==> config.mk <==
export PLATFORM = sky130hd
export DESIGN_NAME = lzssd_front_flat
export DESIGN_NICKNAME = d
export VERILOG_FILES = /design/src/hdl/lzssd_pkg.sv /design/src/hdl/lzssd_if.sv /design/src/hdl/lzssd_front.sv /design/src/flat_wrapper.sv
export SDC_FILE = /design/constraint.sdc
export NUM_CORES = 1
export LEC_CHECK = 0
export BUFFER_PORTS_ARGS = -buffer_cell sky130_fd_sc_hd__buf_2
export CAP_MARGIN = 20
export CORE_UTILIZATION = 40
export DETAILED_ROUTE_END_ITERATION = 10
export SETUP_SLACK_MARGIN = 0.15
export SKIP_LAST_GASP = 1
export SYNTH_ARGS = -nofsm -noshare
export SYNTH_HDL_FRONTEND = slang
export SYNTH_SLANG_ARGS = --single-unit
==> constraint.sdc <==
create_clock -name clk -period 2.25 [get_ports clk]
set_clock_uncertainty 0.1 [all_clocks]
set_input_delay 0.1125 -clock clk [delete_from_list [all_inputs] [get_ports clk]]
set_output_delay 0.1125 -clock clk [all_outputs]
set_load 0.02 [all_outputs]
==> src/hdl/lzssd_pkg.sv <==
// Shared types and constants for the LZSS bit-stream decompressor.
`timescale 1ns / 1ps

package lzssd_pkg;

  // Widest offset field a command can carry, and the match length bias.
  localparam int OFF_MAX_W = 16;
  localparam int MIN_MATCH = 3;

  // Command codes passed from the parser to the copy engine.
  localparam logic [1:0] OP_LIT   = 2'd0;
  localparam logic [1:0] OP_END   = 2'd1;
  localparam logic [1:0] OP_MATCH = 2'd2;

  typedef struct packed {
    logic [1:0]           op;
    logic [OFF_MAX_W-1:0] offset;  // match source offset
    logic [7:0]           arg;     // literal byte, or raw match length
  } cmd_t;

endpackage

==> src/hdl/lzssd_if.sv <==
// Valid/ready channel interfaces for compressed input and decoded results.
`timescale 1ns / 1ps

interface lzssd_in_if;
  logic       valid;
  logic       ready;
  logic [7:0] in_byte;

  modport source (output valid, output in_byte, input ready);
  modport sink   (input valid, input in_byte, output ready);
endinterface


==> src/hdl/lzssd_front.sv <==
// Bit parser: splits compressed bytes into literal, match and end commands.
`timescale 1ns / 1ps

module lzssd_front #(
  parameter int OFFSET_BITS = 13,
  parameter int LENGTH_BITS = 4
) (
  input  logic            clk,
  input  logic            rst,
  lzssd_in_if.sink        stream,
  output logic            push_valid,
  input  logic            push_ready,
  output lzssd_pkg::cmd_t push_cmd
);
  import lzssd_pkg::*;

  localparam int FW = (OFFSET_BITS > 8) ? OFFSET_BITS : 8;
  localparam int RW = $clog2(FW + 1);

  localparam logic [1:0] PH_FLAG = 2'd0;
  localparam logic [1:0] PH_LIT  = 2'd1;
  localparam logic [1:0] PH_OFF  = 2'd2;
  localparam logic [1:0] PH_LEN  = 2'd3;

  logic                   busy;
  logic [7:0]             shreg;
  logic [2:0]             bit_idx;
  logic [1:0]             phase;
  logic [FW-1:0]          field;
  logic [RW-1:0]          rem;
  logic [OFFSET_BITS-1:0] saved;

  logic          bit_in;
  logic [FW-1:0] shifted;
  logic          field_done;
  logic          is_end;
  logic          step;

  assign bit_in     = shreg[7];
  assign shifted    = {field[FW-2:0], bit_in};
  assign field_done = (phase != PH_FLAG) && (rem == RW'(1));
  assign stream.ready = !busy;

  always_comb begin
    push_valid      = 1'b0;
    push_cmd.op     = OP_LIT;
    push_cmd.offset = '0;
    push_cmd.arg    = '0;
    is_end          = 1'b0;
    if (busy && field_done) begin
      unique case (phase)
        PH_LIT: begin
          push_valid   = 1'b1;
          push_cmd.arg = shifted[7:0];
        end
        PH_OFF: begin
          if (shifted[OFFSET_BITS-1:0] == '0) begin
            push_valid  = 1'b1;
            push_cmd.op = OP_END;
            is_end      = 1'b1;
          end
        end
        PH_LEN: begin
          push_valid      = 1'b1;
          push_cmd.op     = OP_MATCH;
          push_cmd.offset = OFF_MAX_W'(saved);
          push_cmd.arg    = 8'(shifted[LENGTH_BITS-1:0]);
        end
        default: ;
      endcase
    end
  end

  // a bit is held back only while its command cannot enter the queue
  assign step = busy && !(push_valid && !push_ready);

  always_ff @(posedge clk) begin
    if (rst) begin
      busy  <= 1'b0;
      phase <= PH_FLAG;
      rem   <= '0;
    end else if (stream.valid && stream.ready) begin
      shreg   <= stream.in_byte;
      bit_idx <= 3'd7;
      busy    <= 1'b1;
    end else if (step) begin
      shreg   <= {shreg[6:0], 1'b0};
      bit_idx <= bit_idx - 3'd1;
      // end token drops the rest of the byte
      if (bit_idx == 3'd0 || is_end) begin
        busy <= 1'b0;
      end
      if (phase == PH_FLAG) begin
        field <= '0;
        phase <= bit_in ? PH_LIT : PH_OFF;
        rem   <= bit_in ? RW'(8) : RW'(OFFSET_BITS);
      end else if (!field_done) begin
        field <= shifted;
        rem   <= rem - RW'(1);
      end else if (phase == PH_OFF && !is_end) begin
        saved <= shifted[OFFSET_BITS-1:0];
        phase <= PH_LEN;
        field <= '0;
        rem   <= RW'(LENGTH_BITS);
      end else begin
        phase <= PH_FLAG;
      end
    end
  end

endmodule

==> src/flat_wrapper.sv <==
// flat-port wrapper written by rule: the top's interface ports become plain ports
module lzssd_front_flat import lzssd_pkg::*;
#(
  parameter int OFFSET_BITS = 13,
  parameter int LENGTH_BITS = 4
)
  (clk, rst, push_valid, push_ready, push_cmd, stream_valid, stream_in_byte, stream_ready);
  lzssd_in_if stream_i ();
  input  logic clk;
  input  logic rst;
  output logic push_valid;
  input  logic push_ready;
  output lzssd_pkg::cmd_t push_cmd;
  input wire logic [$bits(stream_i.valid)-1:0] stream_valid;
  input wire logic [$bits(stream_i.in_byte)-1:0] stream_in_byte;
  output wire logic [$bits(stream_i.ready)-1:0] stream_ready;
  assign stream_i.valid = stream_valid;
  assign stream_i.in_byte = stream_in_byte;
  assign stream_ready = stream_i.ready;
  lzssd_front #(.OFFSET_BITS(OFFSET_BITS), .LENGTH_BITS(LENGTH_BITS)) u_core (.clk(clk), .rst(rst), .stream(stream_i), .push_valid(push_valid), .push_ready(push_ready), .push_cmd(push_cmd));
endmodule
# Yosys cells after proc, flatten, opt, wreduce, memory -nomap -nowiden
# Cells that the tools add are included.
# op_classes
bitwise	3
eq_ne	5
reduce_logical	25
n_mux	26
addsub	2
# op_table
operator	n
$mux W26	1
$mux W12	2
$mux W8	2
$pmux W8 S2	1
$logic_not A13 Y1	1
$mux W13	1
$mux W4	3
$mux W1	8
$mux W2	4
$reduce_bool A2 Y1	4
$logic_and A1 B1 Y1	6
$mux W3	2
$reduce_and A3 Y1	2
$reduce_and A6 Y1	1
$eq A2 B2 Y1 const B	2
$eq A4 B1 Y1 const B	1
$logic_not A1 Y1	4
$pmux W2 S2	1
$reduce_and A2 Y1	2
$reduce_and A4 Y1	1
$sub A4 B1 Y4 const B	1
$logic_not A3 Y1	1
$ne A3 B3 Y1 const B	1
$not A1 Y1	3
6 further kinds	6
# totals
wordCells	68
input_bits	12
reg_bits	43
out_inout_bits	28

# Depth between registers and ports, before layout
# Gate-level depths: netlist of the first run.
# logic_depth
depth_word	9
mapped_depth	8
depth_no_buf	7

# Worst setup path before layout of the first run
# OpenSTA, ideal clock, no wires.
# synth_path
kind	reg-to-reg
startpoint	register u_core.rem[1]
endpoint	register u_core.field[0] (enable)
t_required_ps	1754
setup_slack_ps	-245
stages_incl_launch_ff	8
path_buffers	1
arrival_time_ps	1998
period_less_slack_ps	2495
setup_ps	396
cell_sequence	dfxtp_1 inv_1 ha_1 nor3b_4 nand2_1 nor2_2 buf_2 nor3_1
# synth_between
elab_chain_cells	8
word_cells_on_any_way	12
classes_between	eq/ne (2); mux (2); reduce/logical (8)
# synth_rtl
item	line_no	source
start: declaration	lzssd_front.sv:30	logic [RW-1:0] rem;
start signal: assignment	lzssd_front.sv:96	rem <= bit_in ? RW'(8) : RW'(OFFSET_BITS);
start signal: assignment	lzssd_front.sv:99	rem <= rem - RW'(1);
start signal: assignment	lzssd_front.sv:104	rem <= RW'(LENGTH_BITS);
$eq A4 B1 Y1 (*)	lzssd_front.sv:41	assign field_done = (phase != PH_FLAG) && (rem == RW'(1));
$logic_and A1 B1 Y1 (*)	lzssd_front.sv:41	
$logic_and A1 B1 Y1	lzssd_front.sv:50	if (busy && field_done) begin
$mux W1	lzssd_front.sv:50	
$logic_not A1 Y1 / $logic_and A1 B1 Y1 (equally long branches)	lzssd_front.sv:100, lzssd_front.sv:75	
$logic_and A1 B1 Y1 / $logic_not A1 Y1 (equally long branches)	lzssd_front.sv:100, lzssd_front.sv:75	
$ne A3 B3 Y1 (no source line) / $logic_and A1 B1 Y1 (equally long branches)	n/a	
$reduce_and A4 Y1 (no source line) (*)	n/a	
end signal: assignment	lzssd_front.sv:98	field <= shifted;
end: declaration	lzssd_front.sv:29	logic [FW-1:0] field;
# Mark *: on every way between the ends. The rest lies on a longest branch, timed or not.
# A chain may end at the register's enable or synchronous reset.

==> impl_metrics.ini, run 1 <==
[timing]
period_share_pct = 96.12
setup_violations = 0
max_freq_mhz = 462.4
slew_headroom_pct = 58.61
worst_slew_pin_slew_ps = 620.8
finalHoldViolations = 0
finalMaxSlewViolations = 0
finalWorstPathRequiredPeriod_ps = 2163
setup_slack_ps = 87.20
rsz0062_at_grt = yes

[setup_path]
critPathCaptureType = output port
start_kind = flip-flop
critPathMaxFanout = 6
critPathKind = flip-flop to output port
crit_family = simple AND/OR/NAND/NOR gates
cp.arrival_ps = 1950
crit_chain = inv_2 > ha_4 > nor3b_4 > buf_6 > nand2_4 > nor2_4 > buf_6 > buf_12 > and3_4 > buf_6
max_stage_delay_ps = 330
cpMaxStageDelayCell = dfxtp_2
crit_required_ps = 2040
cp_num_buf_inv = 5
cp_common_cell = buf_6

[detailed_routing]
dr_total_vias = 1700
route.detailed.drc = 0
avgViaCountPerCell = 4.985
maxUsedRoutingLayer = met4
wl_met2_um = 2336
wl_met1_um = 2315
routed_wl_um = 4933
dr.pass1.iters = 4
wl_met3_um = 208
drtAntennaViolNets = 0
wire_per_inst_um = 14.47
dr.first_iter.drc_count = 156

[grt]
grt_overflow = 0
antenna_found_initial = 0
grtUsageTotal_pct = 19.47
grt_pass1_wl_um = 7672
grt_max_degree = 22
grt_pass1_vias = 1581

[placement]
dp_slack_ps = -38.35
globalplace.congestion = 0.7869
port-buffer-count = 36
hpwl_um = 2965
place_area_um2 = 2476

[clock_tree]
cts_tree = built
clockBufferDepth = 2
clk_latency_ps = 300
numCtsBuffers = 5
h-tree-depth = 2
cts.sinks = 43
cts_root_buf = clkbuf_8
clk_pin_slew_worst_paths_ps = 90

[cells_and_area]
multiInputGateArea_um2 = 908.4
design_area_um2 = 3144
nets = 289
layout-drive-gt1-share_pct = 45.62
mostFrequentLayoutCells = edfxtp_1 (36), buf_4 (35), nand2_1 (28)
n_fill_cell = 389
antenna_cells = 0
register_area_um2 = 1224
area_growth_pct = 52.77
final_common_cell = edfxtp_1

[power_and_ir_drop]
power.density_nw_per_um2 = 573.4
p_leak_nw = 1.311
total_power_mw = 1.803
vdd_drop_max_v = 0.0003741

[yosys]
synth_area_leaders = edfxtp_1 (53%), dfxtp_1 (6.8%), and2_1 (6.1%)
ys_ff_latch = 43
yosys_warnings = 0
avgSynthCellArea_um2 = 10.89
ys_seq_area_share_pct = 59.33
async_flop_share_pct = 0
synth_ff_type = edfxtp_1
synth_cell_types = 36
synthCells = 189
synthesis.area_um2 = 2058
synth_edf_count = 36
netlist.area_leader.share_pct = 52.52
synth.largest_area_cell = edfxtp_1

[job]
maxCapViolCount = 0

[die]
die_h_um = 73.73
io_pins = 40
initial_core_util_pct = 42.45
core_um2 = 4848
die_area_um2 = 5436
chipWidth_um = 73.73
fp-row-count = 25

[worst_hold_path]
min_path_type = input pin to flip-flop

[outcome]
status = finished, final reports clean
[cell usage after synthesis (2+ instances only)]
master    count
edfxtp_1     36
nand2_1      29
and2_1       20
and3_1       14
nor2_1       10
nor3_1       10
a21oi_1       7
dfxtp_1       7
inv_1         5
buf_2         4
clkbuf_1      4
ha_1          4
nor2b_1       4
nor4_1        4
a31oi_1       3
buf_4         3
and2_2        2
nand3_1       2
o21ai_0       2
o21ai_1       2
o41ai_1       2
[worst paths after layout]
kind | to | depth (start not counted) | from | slack, ps
min reg2reg | u_core.saved[11] | 0 | u_core.field[10] | 380
max | push_cmd[16] | 10 | u_core.rem[1] | 90
max reg2reg | u_core.rem[1] | 9 | u_core.rem[1] | 140
min | u_core.busy | 3 | push_ready | 30
[through the flow]
step / std cells / TNS, ps / hold slack [ps] / utilization [%]
floorplan: 191 / 0 / 186.9 / -
global placement: 306 / -128.6 / 273.3 / 51.07
detailed placement: 306 / -900.4 / 276.5 / 51.07
CTS: 335 / 0 / 22.89 / 60.72
global route: 341 / -197.0 / 40.16 / 64.85
finish: 341 / 0 / 33.30 / 64.85
[tightest hold or removal path: stages]
cell     delay [ps]
buf_2           120
a21o_1           90
a31oi_1          70
[power by group]
group          leakage, nW  switching (mW)  internal [mW]
logic                0.868           0.187          0.152
registers            0.394          0.0258          0.918
clock network       0.0491           0.292          0.228
total                 1.31           0.505           1.30
[layer usage]
| metal | vias to the layer above | GRT usage, % |
|---|---|---|
| met3 | 8 | 4.252 |
| met1 | 802 | 27.46 |
| met4 | 0 | 7.265 |
| met5 | - | 0 |
| li1 | 834 | - |
| met2 | 56 | 29.36 |
[logic make-up (layout without fill, tap and decap cells)]
kind of cell               after synthesis  count (layout)  share of synthesized area (%)
and+or+nand+nor                        101             101                          26.57
adders and majority gates                4               4                          2.432
other                                    1               3                         0.1822
DFF                                     43              43                          59.33
buffers and inverters                   18             101                          4.133
AOI/OAI and AO/OA                       22              22                          7.356
[sequential cells by signal, indices dropped and copies added, names as in the netlist]
signal,flops
u_core.bit_idx,3
u_core.busy,1
u_core.field,12
u_core.phase,2
u_core.rem,4
u_core.saved,13
u_core.shreg,8
[cell type report]
class	count	share of cell area, %
Sequential cell	43	38.92
Clock inverter	3	0.8357
Clock buffer	5	2.189
Multi-Input combinational cell	130	28.89
Timing Repair Buffer	87	25.79
Inverter	6	0.7163
Tap cell	67	2.666
[repair_timing]
action	4_1_cts	5_1_grt
hold endpoints to repair	8	0
resized for setup	47	40
endpoints found under the setup margin	58	42
cloned	2	0
setup buffers	11	6
pin swaps	8	12
hold buffers	8	0
Note: power is estimated with default switching activity, not from simulation.
==> run 2, diff against run 1 <==
--- a/config.mk
+++ b/config.mk
@@ -7,8 +7,10 @@
 export LEC_CHECK = 0
 export BUFFER_PORTS_ARGS = -buffer_cell sky130_fd_sc_hd__buf_2
 export CAP_MARGIN = 20
+export CORE_ASPECT_RATIO = 0.7
 export CORE_UTILIZATION = 40
 export DETAILED_ROUTE_END_ITERATION = 10
+export MAX_ROUTING_LAYER = met4
 export SETUP_SLACK_MARGIN = 0.15
 export SKIP_LAST_GASP = 1
 export SYNTH_ARGS = -nofsm -noshare
==> impl_metrics.ini, run 2 (synthesis gave the netlist of run 1 again) <==
[grt]
grt_overflow = 0
antenna_found_initial = 0
grt_max_degree = 22
grtUsageTotal_pct = 19.49
grt_pass1_wl_um = 7362
grt_pass1_vias = 1441

[timing]
slew_headroom_pct = 62.07
setup_slack_ps = 52.89
setup_violations = 0
max_freq_mhz = 455.1
period_share_pct = 97.65
hold_slack_ps = 10.98
worst_slew_pin_slew_ps = 566.9
rsz0062_at_grt = yes
finalHoldViolations = 0
finalWorstPathRequiredPeriod_ps = 2197
finalMaxSlewViolations = 0

[clock_tree]
cts.sinks = 43
cts_root_buf = clkbuf_8
clk_pin_slew_worst_paths_ps = 80
clockBufferDepth = 2
cts_tree = built
numCtsBuffers = 5
clk_latency_ps = 290
h-tree-depth = 2

[cells_and_area]
reg.largest.list = u_core.saved x13, u_core.field x12, u_core.shreg x8
layout-drive-gt1-share_pct = 40.98
area_growth_pct = 45.65
antenna_cells = 0
nets = 281
mostFrequentLayoutCells = buf_4 (36), edfxtp_1 (36), nand2_1 (28)
fin_util_pct = 61.67
largest_reg_flops = 13
top_register = u_core.saved
fin_cells = 335

[power_and_ir_drop]
vdd_drop_max_v = 0.0003101
pwr-share-clk_pct = 26.9
pwr-share-comb_pct = 19.3
internal_power_mw = 1.285
power_frac_seq_pct = 53.8
switching_power_mw = 0.4732
total_power_mw = 1.758
p_leak_nw = 1.289
switching_share_pct = 26.91
power.density_nw_per_um2 = 586.5

[setup_path]
start_kind = flip-flop
critPathMaxFanout = 12
critPathKind = flip-flop to output port
critPathCaptureType = output port
reg2reg_from = u_core.rem[1]
crit_start = u_core.rem[1]
ff2ff_path_depth = 10
cp.arrival_ps = 1980
crit_required_ps = 2040

[die]
die_area_um2 = 5441
core_um2 = 4861
die_h_um = 62.02
chipWidth_um = 87.74
io_pins = 40
initial_core_util_pct = 42.34
fp-row-count = 21

[placement]
dp_slack_ps = -57.02
dp.cells = 307
globalplace.congestion = 0.7717
hpwl_um = 3245
port-buffer-count = 36

[job]
maxCapViolCount = 0

[detailed_routing]
route.detailed.drc = 0
dr_total_vias = 1678
wire_per_inst_um = 15.28
drtAntennaViolNets = 0
avgViaCountPerCell = 5.009
routed_wl_um = 5120
dr.pass1.iters = 4
dr.first_iter.drc_count = 119

[worst_hold_path]
hold_depth = 3
hp-start = stream_in_byte[5]
min_path_type = input pin to flip-flop

[outcome]
status = finished, final reports clean
-- run 2: cell count changes in the layout (fill, tap and decap cells not counted), moves of 2 or more --
cell / previous run / this run
and2_4: 6 / 8
buf_2: 13 / 16
and2_1: 15 / 13
buf_16: 2 / 0
and3_4: 12 / 2
and3_1: 3 / 13
inv_6: 2 / 0
buf_6: 26 / 16
-- run 2: power groups by stage --
stage | clock network, mW | registers (mW) | logic, mW
2_1_floorplan | 0 | 0.956 | 0.178
3_3_place_gp | 0 | 0.957 | 0.270
3_5_place_dp | 0 | 0.959 | 0.274
4_1_cts | 0.482 | 0.942 | 0.309
5_1_grt | 0.513 | 0.950 | 0.375
6_report | 0.472 | 0.946 | 0.340
-- run 2: area by class of cell --
class / count / area [µm²]
Clock inverter: 2 / 12.51
Tap cell: 69 / 86.33
Clock buffer: 6 / 72.57
Inverter: 6 / 22.52
Multi-Input combinational cell: 130 / 882.1
Fill cell: 386 / 1863
Sequential cell: 43 / 1224
Timing Repair Buffer: 79 / 698.2
-- run 2: routing by layer --
layer  wire length [µm]  GRT usage (%)  part of all wire (%)
met1               2601          29.95                    51
met2               2240          25.69                    44
met3                260          3.963                   5.1
met4                 19          4.918                  0.37
met5                  0              -                     0
-- run 2: repair_timing --
item | CTS | global route
setup buffers | 5 | 5
pin swaps | 0 | 12
cloned | 2 | 1
setup endpoints to repair | 46 | 61
resized for setup | 21 | 47
hold buffers | 7 | 0
hold endpoints to repair | 7 | 0
-- run 2: worst max-delay path, cell delays in order (launching register included) --
cell and delay (ps):
dfxtp_2 330, inv_2 80, ha_4 130, nor3b_4 190, buf_4 140, buf_6 90
nand2_4 60, nor2_4 190, buf_12 160, and3_1 170, buf_2 170
-- run 2: path summary, 6_finish.rpt --
path / end / slack (ps)
max: push_cmd[11] / 50
min: u_core.shreg[5] / 10
max reg2reg: u_core.rem[1] / 110
min reg2reg: u_core.saved[11] / 390
-- run 2: metrics by stage --
step / area (µm²) / TNS (ps)
after floorplan: 2082 / 0
after global placement: 2471 / 0
after detailed placement: 2471 / -1256
after CTS: 2790 / 0
after global routing: 2998 / -93.92
final: 2998 / 0
