### src/hdl/lzssd_pkg.sv
// Shared types and constants for the LZSS bit-stream decompressor.
`timescale 1ns / 1ps

package lzssd_pkg;

  // Widest offset field a command can carry, and the match length bias.
  localparam int OFF_MAX_W = 16;
  localparam int MIN_MATCH = 3;

  // Command codes passed from the parser to the copy engine.
  localparam logic [1:0] OP_LIT   = 2'd0;
  localparam logic [1:0] OP_END   = 2'd1;
  localparam logic [1:0] OP_MATCH = 2'd2;

  typedef struct packed {
    logic [1:0]           op;
    logic [OFF_MAX_W-1:0] offset;  // match source offset
    logic [7:0]           arg;     // literal byte, or raw match length
  } cmd_t;

endpackage

### src/hdl/lzssd_cmd_queue.sv
// Small FIFO of parsed commands between the parser and the copy engine.
`timescale 1ns / 1ps

module lzssd_cmd_queue #(
  parameter int DEPTH = 2
) (
  input  logic            clk,
  input  logic            rst,
  input  logic            push_valid,
  output logic            push_ready,
  input  lzssd_pkg::cmd_t push_cmd,
  output logic            pop_valid,
  input  logic            pop_ready,
  output lzssd_pkg::cmd_t pop_cmd
);
  import lzssd_pkg::*;

  localparam int PW = (DEPTH > 1) ? $clog2(DEPTH) : 1;
  localparam int CW = $clog2(DEPTH + 1);

  cmd_t          entries [DEPTH];
  logic [PW-1:0] wr_ptr;
  logic [PW-1:0] rd_ptr;
  logic [CW-1:0] count;
  logic          do_push;
  logic          do_pop;

  assign push_ready = (count != CW'(DEPTH));
  assign pop_valid  = (count != '0);
  assign pop_cmd    = entries[rd_ptr];
  assign do_push    = push_valid && push_ready;
  assign do_pop     = pop_valid && pop_ready;

  always_ff @(posedge clk) begin
    if (do_push) begin
      entries[wr_ptr] <= push_cmd;
    end
  end

  always_ff @(posedge clk) begin
    if (rst) begin
      wr_ptr <= '0;
      rd_ptr <= '0;
      count  <= '0;
    end else begin
      if (do_push) begin
        wr_ptr <= (wr_ptr == PW'(DEPTH - 1)) ? '0 : wr_ptr + PW'(1);
      end
      if (do_pop) begin
        rd_ptr <= (rd_ptr == PW'(DEPTH - 1)) ? '0 : rd_ptr + PW'(1);
      end
      if (do_push && !do_pop) begin
        count <= count + CW'(1);
      end else if (do_pop && !do_push) begin
        count <= count - CW'(1);
      end
    end
  end

endmodule

### config.mk
export PLATFORM = sky130hd
export DESIGN_NAME = lzssd_cmd_queue
export DESIGN_NICKNAME = d
export VERILOG_FILES = /design/src/hdl/lzssd_pkg.sv /design/src/hdl/lzssd_cmd_queue.sv
export SDC_FILE = /design/constraint.sdc
export NUM_CORES = 1
export LEC_CHECK = 0
export ABC_AREA = 1
export BUFFER_PORTS_ARGS = -buffer_cell sky130_fd_sc_hd__buf_2
export CORE_MARGIN = 5
export CORE_UTILIZATION = 58
export CTS_BUF_LIST = sky130_fd_sc_hd__clkbuf_2 sky130_fd_sc_hd__clkbuf_4 sky130_fd_sc_hd__clkbuf_8
export DETAILED_ROUTE_END_ITERATION = 10
export PLACE_DENSITY = 0.95
export SKIP_LAST_GASP = 1
export SLEW_MARGIN = 25
export SYNTH_ARGS = -nofsm -noshare
export SYNTH_HDL_FRONTEND = slang
export SYNTH_SLANG_ARGS = --single-unit
### constraint.sdc
create_clock -name clk -period 4.2 [get_ports clk]
set_input_delay 0.21 -clock clk [delete_from_list [all_inputs] [get_ports clk]]
set_output_delay 0.21 -clock clk [all_outputs]
set_load 0.005 [all_outputs]
* Word-level counts from Yosys, hierarchy flattened
Memory sizes are Yosys's and may differ from the RTL's. A register that Yosys moved wholly into a read port is not among the register bits.
Index checks and enable logic that the tools add are counted.
** Storage, ports and cells
- Register bits :: 4
- Memory bits (writable) :: 52
- Input port bits :: 30
- Memories kept :: 1
** Memories
- entries :: depth 2, bits a word 26, read ports 1, clocked after memory_dff 1, wr ports 1, line lzssd_cmd_queue.sv:21 : cmd_t entries [DEPTH];
** Cells by class
- Add/sub/neg operators :: 4
- Equal/unequal tests :: 1
- Mux-type cells :: 8
- Reductions and logical operators :: 8
** Operators by type and width (number)
- $mux 1 :: 6
- $logic_and 1x1->1 :: 4
- $mux 2 :: 2
- $reduce_bool 2->1 :: 2
- $add 1x1->1 const B :: 2
- $add 2x1->2 const B :: 1
- $logic_not 1->1 :: 2
- $ne 2x2->1 const B :: 1
- $sub 2x1->2 const B :: 1

* Longest topological paths before layout
Gate-level depths: netlist (run 1).
- Word-level depth :: 6
- Mapped depth :: 11
- Mapped depth without buffers :: 11

* Worst setup path before layout (run 1)
OpenSTA, ideal clock, no wires.
- Path kind :: register to register
- Start point :: register count[0]
- End point :: memory entries[1][0] (netlist name), enable pin
- Library setup time :: 409 ps
- Arrival :: 1670 ps
- Required time :: 3791 ps
- Setup slack :: 2121 ps
- Cell stages (with the launch flop) :: 5
- Buffers on the path :: 0
- Period minus slack after synthesis :: 2079 ps
- Cell sequence :: dfxtp_1 -> inv_1 -> nand2_1 -> nand2_1 -> nor2_1
** Between the ends
- Word-level cells in the longest chain between the ends :: 4
** RTL lines
- from (decl) :: line lzssd_cmd_queue.sv:24 : logic [CW-1:0] count;
- from (signal assigned) :: line lzssd_cmd_queue.sv:53 : count <= count + CW'(1);
- from (signal assigned) :: line lzssd_cmd_queue.sv:55 : count <= count - CW'(1);
- $ne 2x2->1 :: line lzssd_cmd_queue.sv:28 : assign push_ready = (count != CW'(DEPTH));
- net push_ready :: line lzssd_cmd_queue.sv:10 : output logic push_ready,
- $logic_and 1x1->1 :: line lzssd_cmd_queue.sv:31 : assign do_push = push_valid && push_ready;
- $mux 1 :: line lzssd_cmd_queue.sv:35 : if (do_push) begin
- $mux 1 (implied by the code) :: line lzssd_cmd_queue.sv:36 : entries[wr_ptr] <= push_cmd;
- to (decl) :: line lzssd_cmd_queue.sv:21
The timed path passes the listed nets, and every way through them passes these cells.

==> results of run 1 <==
-- placed cells by master, fill, tap and decap left out --
master	n
sky130_fd_sc_hd__dfxtp_2	1
sky130_fd_sc_hd__buf_2	57
sky130_fd_sc_hd__nand4_1	1
sky130_fd_sc_hd__ha_1	1
sky130_fd_sc_hd__o21ai_0	2
sky130_fd_sc_hd__clkinv_1	1
sky130_fd_sc_hd__clkinv_2	2
sky130_fd_sc_hd__dfxtp_1	4
sky130_fd_sc_hd__inv_1	8
sky130_fd_sc_hd__nor2_2	2
sky130_fd_sc_hd__clkbuf_8	9
sky130_fd_sc_hd__nor2_1	5
sky130_fd_sc_hd__nand2_1	9
sky130_fd_sc_hd__bufinv_16	1
sky130_fd_sc_hd__a21oi_1	2
sky130_fd_sc_hd__buf_4	2
sky130_fd_sc_hd__mux2_4	20
sky130_fd_sc_hd__mux2_2	6
sky130_fd_sc_hd__edfxtp_1	52
sky130_fd_sc_hd__clkbuf_4	3
sky130_fd_sc_hd__nand3_1	2
-- through the flow --
stage	setup slack, ns	power (uW)	instances
6_report	2.26	1620	238
3_5_place_dp	2.55	1160	222
2_1_floorplan	2.12	1030	118
4_1_cts	2.23	1640	238
3_3_place_gp	2.62	1120	222
5_1_grt	2.18	1710	238
-- kinds of logic after synthesis --
logic type,Yosys count
buffers and inverters,11
AND/OR/NAND/NOR,19
adder cells (fa/ha/maj),1
multiplexers,26
AO/OA/AOI/OAI,4
flip-flops,57
-- per-layer routing --
metal / global-route usage / part of all wire / wire length, um
met2: 0.282 / 0.55 / 2080
met4: 0.0626 / 0.012 / 45
met1: 0.157 / 0.36 / 1340
met5: 0 / 0 / 0
met3: 0.0813 / 0.077 / 290
-- worst paths after layout --
| check | slack [ns] | depth (start not counted) | endpoint | from |
|---|---|---|---|---|
| worst max-delay path | 2.26 | 2 | pop_cmd[6] | flop |
| worst min-delay path | 0.08 | 1 | entries[0][5] | push_cmd[5] |
| worst max register to register | 2.55 | 5 | entries[1][1] | count[0] |
| worst min register to register | 0.55 | 2 | rd_ptr | rd_ptr |
-- cell type report --
cell class                      instances  area [um^2]  share of cell area
Tap cell                               48         60.1              0.0220
Inverter                                8         30.0              0.0110
Sequential cell                        57         1660               0.610
Clock inverter                          4         43.8              0.0161
Multi-Input combinational cell         50          482               0.177
Timing Repair Buffer                   59          300               0.110
Clock buffer                           12          146              0.0537
-- flip-flops by register name, indices dropped and copies added, names as in the netlist, named ones only --
| register | flops |
|---|---|
| rd_ptr | 1 |
| entries | 52 |
| count | 2 |
| wr_ptr | 1 |
-- power by group through the flow --
stage / clock network (uW) / registers (uW) / logic, uW
2_1_floorplan: 0 / 751 / 280
5_1_grt: 521 / 790 / 395
3_3_place_gp: 0 / 784 / 341
6_report: 479 / 781 / 360
4_1_cts: 489 / 783 / 363
3_5_place_dp: 0 / 794 / 362
-- worst max-delay path, stage by stage (launching register included) --
cell and delay (ns):
sky130_fd_sc_hd__dfxtp_2 0.85, sky130_fd_sc_hd__mux2_2 0.42, sky130_fd_sc_hd__buf_2 0.13
==> results.txt, run 1 <==
----------------------------------------------------
[Pwr]
  Combinational fraction of design power ... 0.222
  Maximum VDD drop ... 0.368 mV
  Register share of total power ... 0.482
  Net Sw Frac ... 0.254
  Clock group share of total power ... 0.296
  Power per cell area ... 594 nW/um^2
  Int Power ... 1210 uW
  Switch Pwr ... 412 uW
  Static power due to leakage ... 0.00112 uW

[Routing]
  Via total after detailed routing ... 1206
  Routed wire length ... 3.76 mm
  Mean number of vias per cell ... around 5
  Final antenna-violating net count ... 0
  Iter 0 DRT Violations ... 86
  Initial DRT Pass Iterations ... 4
  Detail-routed net length per standard cell ... 15.8 um
  # DRC ... 0

[Clock tree]
  Deepest clock path buffer count ... 2
  Clock insertion delay at the later pin of the skew report ... ~0.32 ns
  Post-CTS Setup Bufs ... 0
  Post-cts sizing count ... 0
  Number of buffers inserted by hold repair at cts ... 0
  CTS Root Cell ... sky130_fd_sc_hd__clkbuf_8
  Number of buffers created by CTS ... 9
  Clock transition at the registers of the reported paths ... 0.06 ns
  Clock tree from TritonCTS ... yes
  Total clock sinks ... 57
  Number of H-tree levels ... 3

[Final layout]
  Final design utilization ... 0.739
  Layout Cell Area excl Fill ... around 2700 um^2
  Inserted Diodes ... 0
  Fraction of layout instances using a drive strength above 1 ... 0.542
  Count of filler cells inserted in the layout ... 243
  Area growth syn-to-layout ... 22.8%
  # nets final ... 216

[Logic synthesis]
  Synthesized-area fraction occupied by ao, oa, aoi and oai cells ... 0.00902
  Cell type contributing the most total cell area after synthesis ... sky130_fd_sc_hd__edfxtp_1
  Count of warnings emitted by yosys ... 0
  Number of register bits inferred by synthesis ... 57
  Post-Synthesis Net Count ... about 150
  Mean area per synthesized cell ... 18.8 um^2
  Adder and majority gate portion of the synthesized area ... 0.00564
  Most used flip-flop cell after synthesis ... sky130_fd_sc_hd__edfxtp_1
  EDFF count, synth ... 52
  Parity-gate share of the synthesized area counting xor and xnor cells ... 0
  Dominant combinational cell family by area after synthesis ... multiplexers
  Simple-gate share of the synthesized area ... 0.0344
  Top cells by area in the synthesized netlist ... sky130_fd_sc_hd__edfxtp_1, sky130_fd_sc_hd__mux2_4, sky130_fd_sc_hd__dfxtp_1, sky130_fd_sc_hd__mux2_2, sky130_fd_sc_hd__buf_12
  Fraction of registers with async set/reset ... 0
  Leading cell type by number of instances after synthesis ... sky130_fd_sc_hd__edfxtp_1
  Gate Count Post-Synth ... 118
  Sequential-to-total area share from yosys stat ... 0.749
  Commonest cells in the synthesized netlist ... sky130_fd_sc_hd__edfxtp_1, sky130_fd_sc_hd__mux2_4, sky130_fd_sc_hd__nand2_1
  Fraction of post-synthesis cell area in the top cell type by area ... 0.703
  Post-synth cell types ... 14
  Multiplexer share of the synthesized area ... 0.166
  Combined area of all synthesized cells ... between 2000 and 2500 um^2

[Floorplan]
  Total number of placement rows ... 22
  Horizontal die dimension ... just over 70 um
  Placeable core region ... 3690 um^2
  Number of top-level pins ... 58
  Die Outline Area ... 5160 um^2
  Initial standard-cell utilization of the core ... 0.602
  Height of the die ... 71.9 um

[Global route]
  Gr ovfl total ... 0
  Largest net degree at the start of global routing ... 27
  Tot GR Track Use ... 0.159
  Wire length of the first global-routing pass ... 5.91 mm
  Via count of the first global-routing pass ... approximately 1300
  Initial antenna violation count ... 0

[Worst setup path]
  Data required, critical path ... ~4 ns
  Worst setup EP type ... output port
  Kind of launch point of the worst setup path ... flop
  Type of the worst setup path ... flop to output port
  Crit path arrival time ... 1.73 ns
  Maximum fanout encountered on the critical timing path ... 26

[STA]
  Worst slew pin tran ... between 0.8 and 0.9 ns
  Hold Fails Final Rpt ... 0
  Final period demand of the worst path ... just under 2 ns
  Setup repair after global routing missed its margin ... no
  Final-report setup violation count ... 0
  Final Slew Violations ... 0
  Maximum clock frequency ... 0.517 GHz
  Worst clock skew ... about 0.0035 ns
  Worst-case headroom to the max-slew limit ... 0.466
  Sum Neg Setup Slack ... 0 ns
  Hold WS ... 0.0789 ns
  Share of the clock period used by the worst path after layout ... 0.461

[Placed design]
  Placer Congestion ... 0.703
  Count of input and output buffers ... 57
  Post-detailed-placement cell area ... 2530 um^2
  Hpwl dp ... roughly 2.7 mm

[Flow run]
  Number of max-capacitance violations reported ... 0

[Hold path]
  Worst min-delay path category ... input pin to flop

[Status]
  Run status ... finished, final reports clean

----------------------------------------------------
Power figures use the tool's default switching activity.
==> inputs of run 2 (changes only) <==
--- a/config.mk
+++ b/config.mk
@@ -5,13 +5,13 @@
 export SDC_FILE = /design/constraint.sdc
 export NUM_CORES = 1
 export LEC_CHECK = 0
-export ABC_AREA = 1
+export ABC_AREA = 0
 export BUFFER_PORTS_ARGS = -buffer_cell sky130_fd_sc_hd__buf_2
 export CORE_MARGIN = 5
-export CORE_UTILIZATION = 58
+export CORE_UTILIZATION = 53
 export CTS_BUF_LIST = sky130_fd_sc_hd__clkbuf_2 sky130_fd_sc_hd__clkbuf_4 sky130_fd_sc_hd__clkbuf_8
 export DETAILED_ROUTE_END_ITERATION = 10
-export PLACE_DENSITY = 0.95
+export PLACE_DENSITY = 0.9
 export SKIP_LAST_GASP = 1
 export SLEW_MARGIN = 25
 export SYNTH_ARGS = -nofsm -noshare
==> constraint.sdc (replaced) <==
create_clock -name clk -period 1.9 [get_ports clk]
set_input_delay 0.095 -clock clk [delete_from_list [all_inputs] [get_ports clk]]
set_output_delay 0.095 -clock clk [all_outputs]
set_load 0.005 [all_outputs]
==> run 2 against run 1 <==
  * Utilization rose by 4.4 points
  * Clock skew rose by 0.00059 ns
  * Critical path depth rose by 3
  * Largest power group unchanged
  * Highest routed layer unchanged
  * Register-to-register slack got worse by 2.4 ns
  * Critical endpoint is now count[1]
  * Non-clock buffer count rose by 29
  * Global-route usage rose by 2.2 points
  * Setup slack got worse by 2.2 ns
  * First-iteration DRC count fell by 27%
  * Die area rose by 2.9%
  * Synthesized cell count fell by 11%
==> results.txt, run 2 <==
----------------------------------------------------
[Worst setup path]
  Beginning of the worst register-to-register path ... count[0]
  Highest cell delay on the worst timing path ... 0.40 ns (-0.45 ns)
  Data required, critical path ... 2.14 ns (-1.85 ns)
  Destination of the worst register-to-register timing path ... count[1]
  Crit path launch ... count[0]
  Worst setup EP type ... flop
  Gate family responsible for the most delay along the worst path ... simple AND/OR/NAND/NOR gates
  Maximum fanout encountered on the critical timing path ... 5 (-81%)
  Type of the worst setup path ... flop to flop
  Sequence of cells on the critical path ... nand2b_1 > and2_1 > ha_1 > or3_1 > a21oi_1
  Crit path arrival time ... 2.03 ns (+0.30 ns)
  Kind of launch point of the worst setup path ... flop
  Flop2flop setup slack ... 0.11 ns (-2.44 ns)
  Count of cells along the worst register-to-register path ... 5 (unchanged)
  Bufs and invs on worst path ... 0 (-1)
  CP max-delay cell ... sky130_fd_sc_hd__or3_1

[Global route]
  Gr ovfl total ... 0 (unchanged)
  Largest net degree at the start of global routing ... 27 (unchanged)
  Tot GR Track Use ... 0.181 (+0.0218)
  Via count of the first global-routing pass ... 1403 (+10%)
  Initial antenna violation count ... 0 (unchanged)
  Wire length of the first global-routing pass ... 6.88 mm (+16%)

[Final layout]
  Most common cell after layout, fill and taps aside ... sky130_fd_sc_hd__buf_2
  Max FFs per register ... 52 (unchanged)
  Commonest cells after routing, fill and taps aside ... sky130_fd_sc_hd__buf_2, sky130_fd_sc_hd__edfxtp_1, sky130_fd_sc_hd__dlygate4sd3_1
  Final design utilization ... 0.783 (+0.0443)
  Registers with the most flip-flops ... entries x52, count x2
  Fraction of layout instances using a drive strength above 1 ... 0.500 (-0.0421)
  Area growth syn-to-layout ... 39.8%
  # nets final ... 232 (+7.4%)
  Top register by number of flip-flops ... entries
  Inserted Diodes ... 0 (unchanged)

[STA]
  Worst clock skew ... 0.00413 ns (+0.000590 ns)
  Final Slew Violations ... 0 (unchanged)
  Worst-case headroom to the max-slew limit ... 0.768 (+0.302)
  Share of the clock period used by the worst path after layout ... 0.941
  Final-report setup violation count ... 0 (unchanged)
  Sum Neg Setup Slack ... 0 ns (unchanged)
  Setup repair after global routing missed its margin ... no
  Maximum clock frequency ... between 0.5 and 0.6 GHz
  Worst slew pin tran ... 0.347 ns (-0.454 ns)
  Hold Fails Final Rpt ... 0 (unchanged)
  Final period demand of the worst path ... about 1.8 ns

[Floorplan]
  Die Outline Area ... 5310 um^2 (+2.9%)
  Horizontal die dimension ... 72.9 um (+1.4%)
  Number of top-level pins ... 58 (unchanged)
  Total number of placement rows ... 22 (unchanged)
  Initial standard-cell utilization of the core ... 0.560 (-0.0416)
  Placeable core region ... 3740 um^2 (+1.5%)
  Height of the die ... 72.9 um (+1.4%)

[Clock tree]
  Post-CTS Setup Bufs ... 0 (unchanged)
  Post-cts sizing count ... 0 (unchanged)
  Number of buffers created by CTS ... 9 (unchanged)
  Number of H-tree levels ... 3 (unchanged)
  Clock tree from TritonCTS ... yes
  Clock insertion delay at the later pin of the skew report ... 0.32 ns (about the same)
  Deepest clock path buffer count ... 2 (unchanged)
  CTS Root Cell ... sky130_fd_sc_hd__clkbuf_8
  Clock transition at the registers of the reported paths ... 0.06 ns (about the same)
  Total clock sinks ... 57 (unchanged)

[Routing]
  Mean number of vias per cell ... 4.91 (-3.2%)
  Routed wire length ... 4.32 mm (+15%)
  Iter 0 DRT Violations ... 63 (-27%)
  # DRC ... 0 (unchanged)
  Final antenna-violating net count ... 0 (unchanged)
  Detail-routed net length per standard cell ... 17.0 um (+7.8%)
  Via total after detailed routing ... 1246 (+3.3%)
  Initial DRT Pass Iterations ... 6 (+2)

[Placed design]
  Hpwl dp ... 2.49 mm (-7.6%)
  Placer Congestion ... 0.736 (+4.8%)
  Count of input and output buffers ... 57 (unchanged)

[Logic synthesis]
  Gate Count Post-Synth ... 105 (-11%)
  Count of warnings emitted by yosys ... 0 (unchanged)
  Post-synth cell types ... 18 (+4)
  Most used flip-flop cell after synthesis ... sky130_fd_sc_hd__edfxtp_1
  Fraction of registers with async set/reset ... 0 (unchanged)
  Number of register bits inferred by synthesis ... 57 (unchanged)
  Post-Synthesis Net Count ... 136 (-8.7%)
  Cell type contributing the most total cell area after synthesis ... sky130_fd_sc_hd__edfxtp_1
  Mean area per synthesized cell ... 20.0 um^2 (+6.2%)
  Top cells by area in the synthesized netlist ... sky130_fd_sc_hd__edfxtp_1, sky130_fd_sc_hd__mux2_2, sky130_fd_sc_hd__dfxtp_1, sky130_fd_sc_hd__xor2_1, sky130_fd_sc_hd__buf_4
  Sequential-to-total area share from yosys stat ... 0.792 (+0.0438)
  Leading cell type by number of instances after synthesis ... sky130_fd_sc_hd__edfxtp_1
  Commonest cells in the synthesized netlist ... sky130_fd_sc_hd__edfxtp_1, sky130_fd_sc_hd__mux2_2, sky130_fd_sc_hd__dfxtp_1
  Combined area of all synthesized cells ... 2100 um^2 (-5.5%)
  EDFF count, synth ... 52 (unchanged)
  Fraction of post-synthesis cell area in the top cell type by area ... 0.745 (+0.0411)

[Pwr]
  Int Power ... 2760 uW (+130%)
  Net Sw Frac ... 0.254 (-0.000645)
  Clock group share of total power ... 0.319 (+0.023)
  Register share of total power ... 0.444 (-0.038)
  Power per cell area ... 1260 nW/um^2 (+110%)
  Maximum VDD drop ... 0.763 mV (+110%)
  Combinational fraction of design power ... 0.237 (+0.015)
  Post-layout power ... 3690 uW (+130%)
  Switch Pwr ... 937 uW (+130%)
  Static power due to leakage ... 0.00114 uW (+2.3%)

[Hold path]
  Worst hold path cell count ... 3 (+2)
  Hold Crit Start ... push_valid
  Worst min-delay path category ... input pin to flop
  Hold Path Sink ... wr_ptr

[Status]
  Run status ... finished, final reports clean

[Flow run]
  Number of max-capacitance violations reported ... 0 (unchanged)

----------------------------------------------------
==> run 2: cell types whose count changed after synthesis, moves of 2 or more <==
cell                      before  now
sky130_fd_sc_hd__buf_12        2    0
sky130_fd_sc_hd__buf_4         0    2
sky130_fd_sc_hd__inv_1         8    1
sky130_fd_sc_hd__mux2_2        6   26
sky130_fd_sc_hd__mux2_4       20    0
sky130_fd_sc_hd__nand2_1       9    0
sky130_fd_sc_hd__nand3_1       2    0
sky130_fd_sc_hd__nor2_1        7    3
sky130_fd_sc_hd__xor2_1        0    3
==> run 2: what timing repair did <==
item,4_1_cts,5_1_grt
setup endpoints to repair,0,0
hold buffers,27,0
endpoints found under the hold margin,57,0
==> run 2: cell type report <==
type	instances	area (um^2)
clock buffer	9	124
clock inverter	7	85.1
fill	218	812
inverter	1	3.75
multi-input combinational	44	412
sequential	57	1660
tap	48	60.1
timing repair buffer	88	586
==> run 2: worst reg2reg max path, stage by stage (launching register included) <==
cell                       delay, ns
sky130_fd_sc_hd__dfxtp_1        0.36
sky130_fd_sc_hd__nand2b_1       0.23
sky130_fd_sc_hd__and2_1         0.19
sky130_fd_sc_hd__ha_1           0.33
sky130_fd_sc_hd__or3_1          0.40
sky130_fd_sc_hd__a21oi_1        0.20
==> run 2: power by group through the flow <==
stage,clock (uW),combinational (uW),sequential [uW]
after global routing,1260,952,1660
final,1180,877,1640
after global placement,0,783,1640
after CTS,1200,874,1640
after floorplan,0,504,1640
after detailed placement,0,824,1660
==> run 2: worst max path at each step <==
stage / slack [ns] / cells past startpoint / to
final: 0.11 / 5 / count[1]
after global routing: 0.07 / 5 / count[1]
after CTS: 0.15 / 5 / count[1]
after detailed placement: 0.18 / 5 / count[1]
after global placement: 0.36 / 5 / count[1]
after floorplan: 0.22 / 2 / entries[1][0]
==> run 2: metrics by stage <==
step                setup slack (ns)  hold slack [ns]  instance area (um^2)  cells
global route                  0.0678            0.113                  2930    254
global placement               0.364            0.282                  2450    211
detailed placement             0.180            0.287                  2450    211
floorplan                      0.224            0.164                  2100    105
finish                         0.112            0.102                  2930    254
CTS                            0.154           0.0812                  2930    254
==> run 2: metal layers <==
layer  vias up  GRT usage  wire length (um)
met5         -          0                 0
met2        44      0.342              2470
met3         4     0.0634               232
li1        597          -                 -
met4         0     0.0615                36
met1       601      0.183              1580
==> run 2: cells by family after synthesis <==
group | synth area share
compound gates | 0.0143
xor+xnor | 0.0125
fa+ha+maj | 0.00597
buf+inv | 0.0113
flops | 0.792
mux | 0.140
simple gates | 0.0239
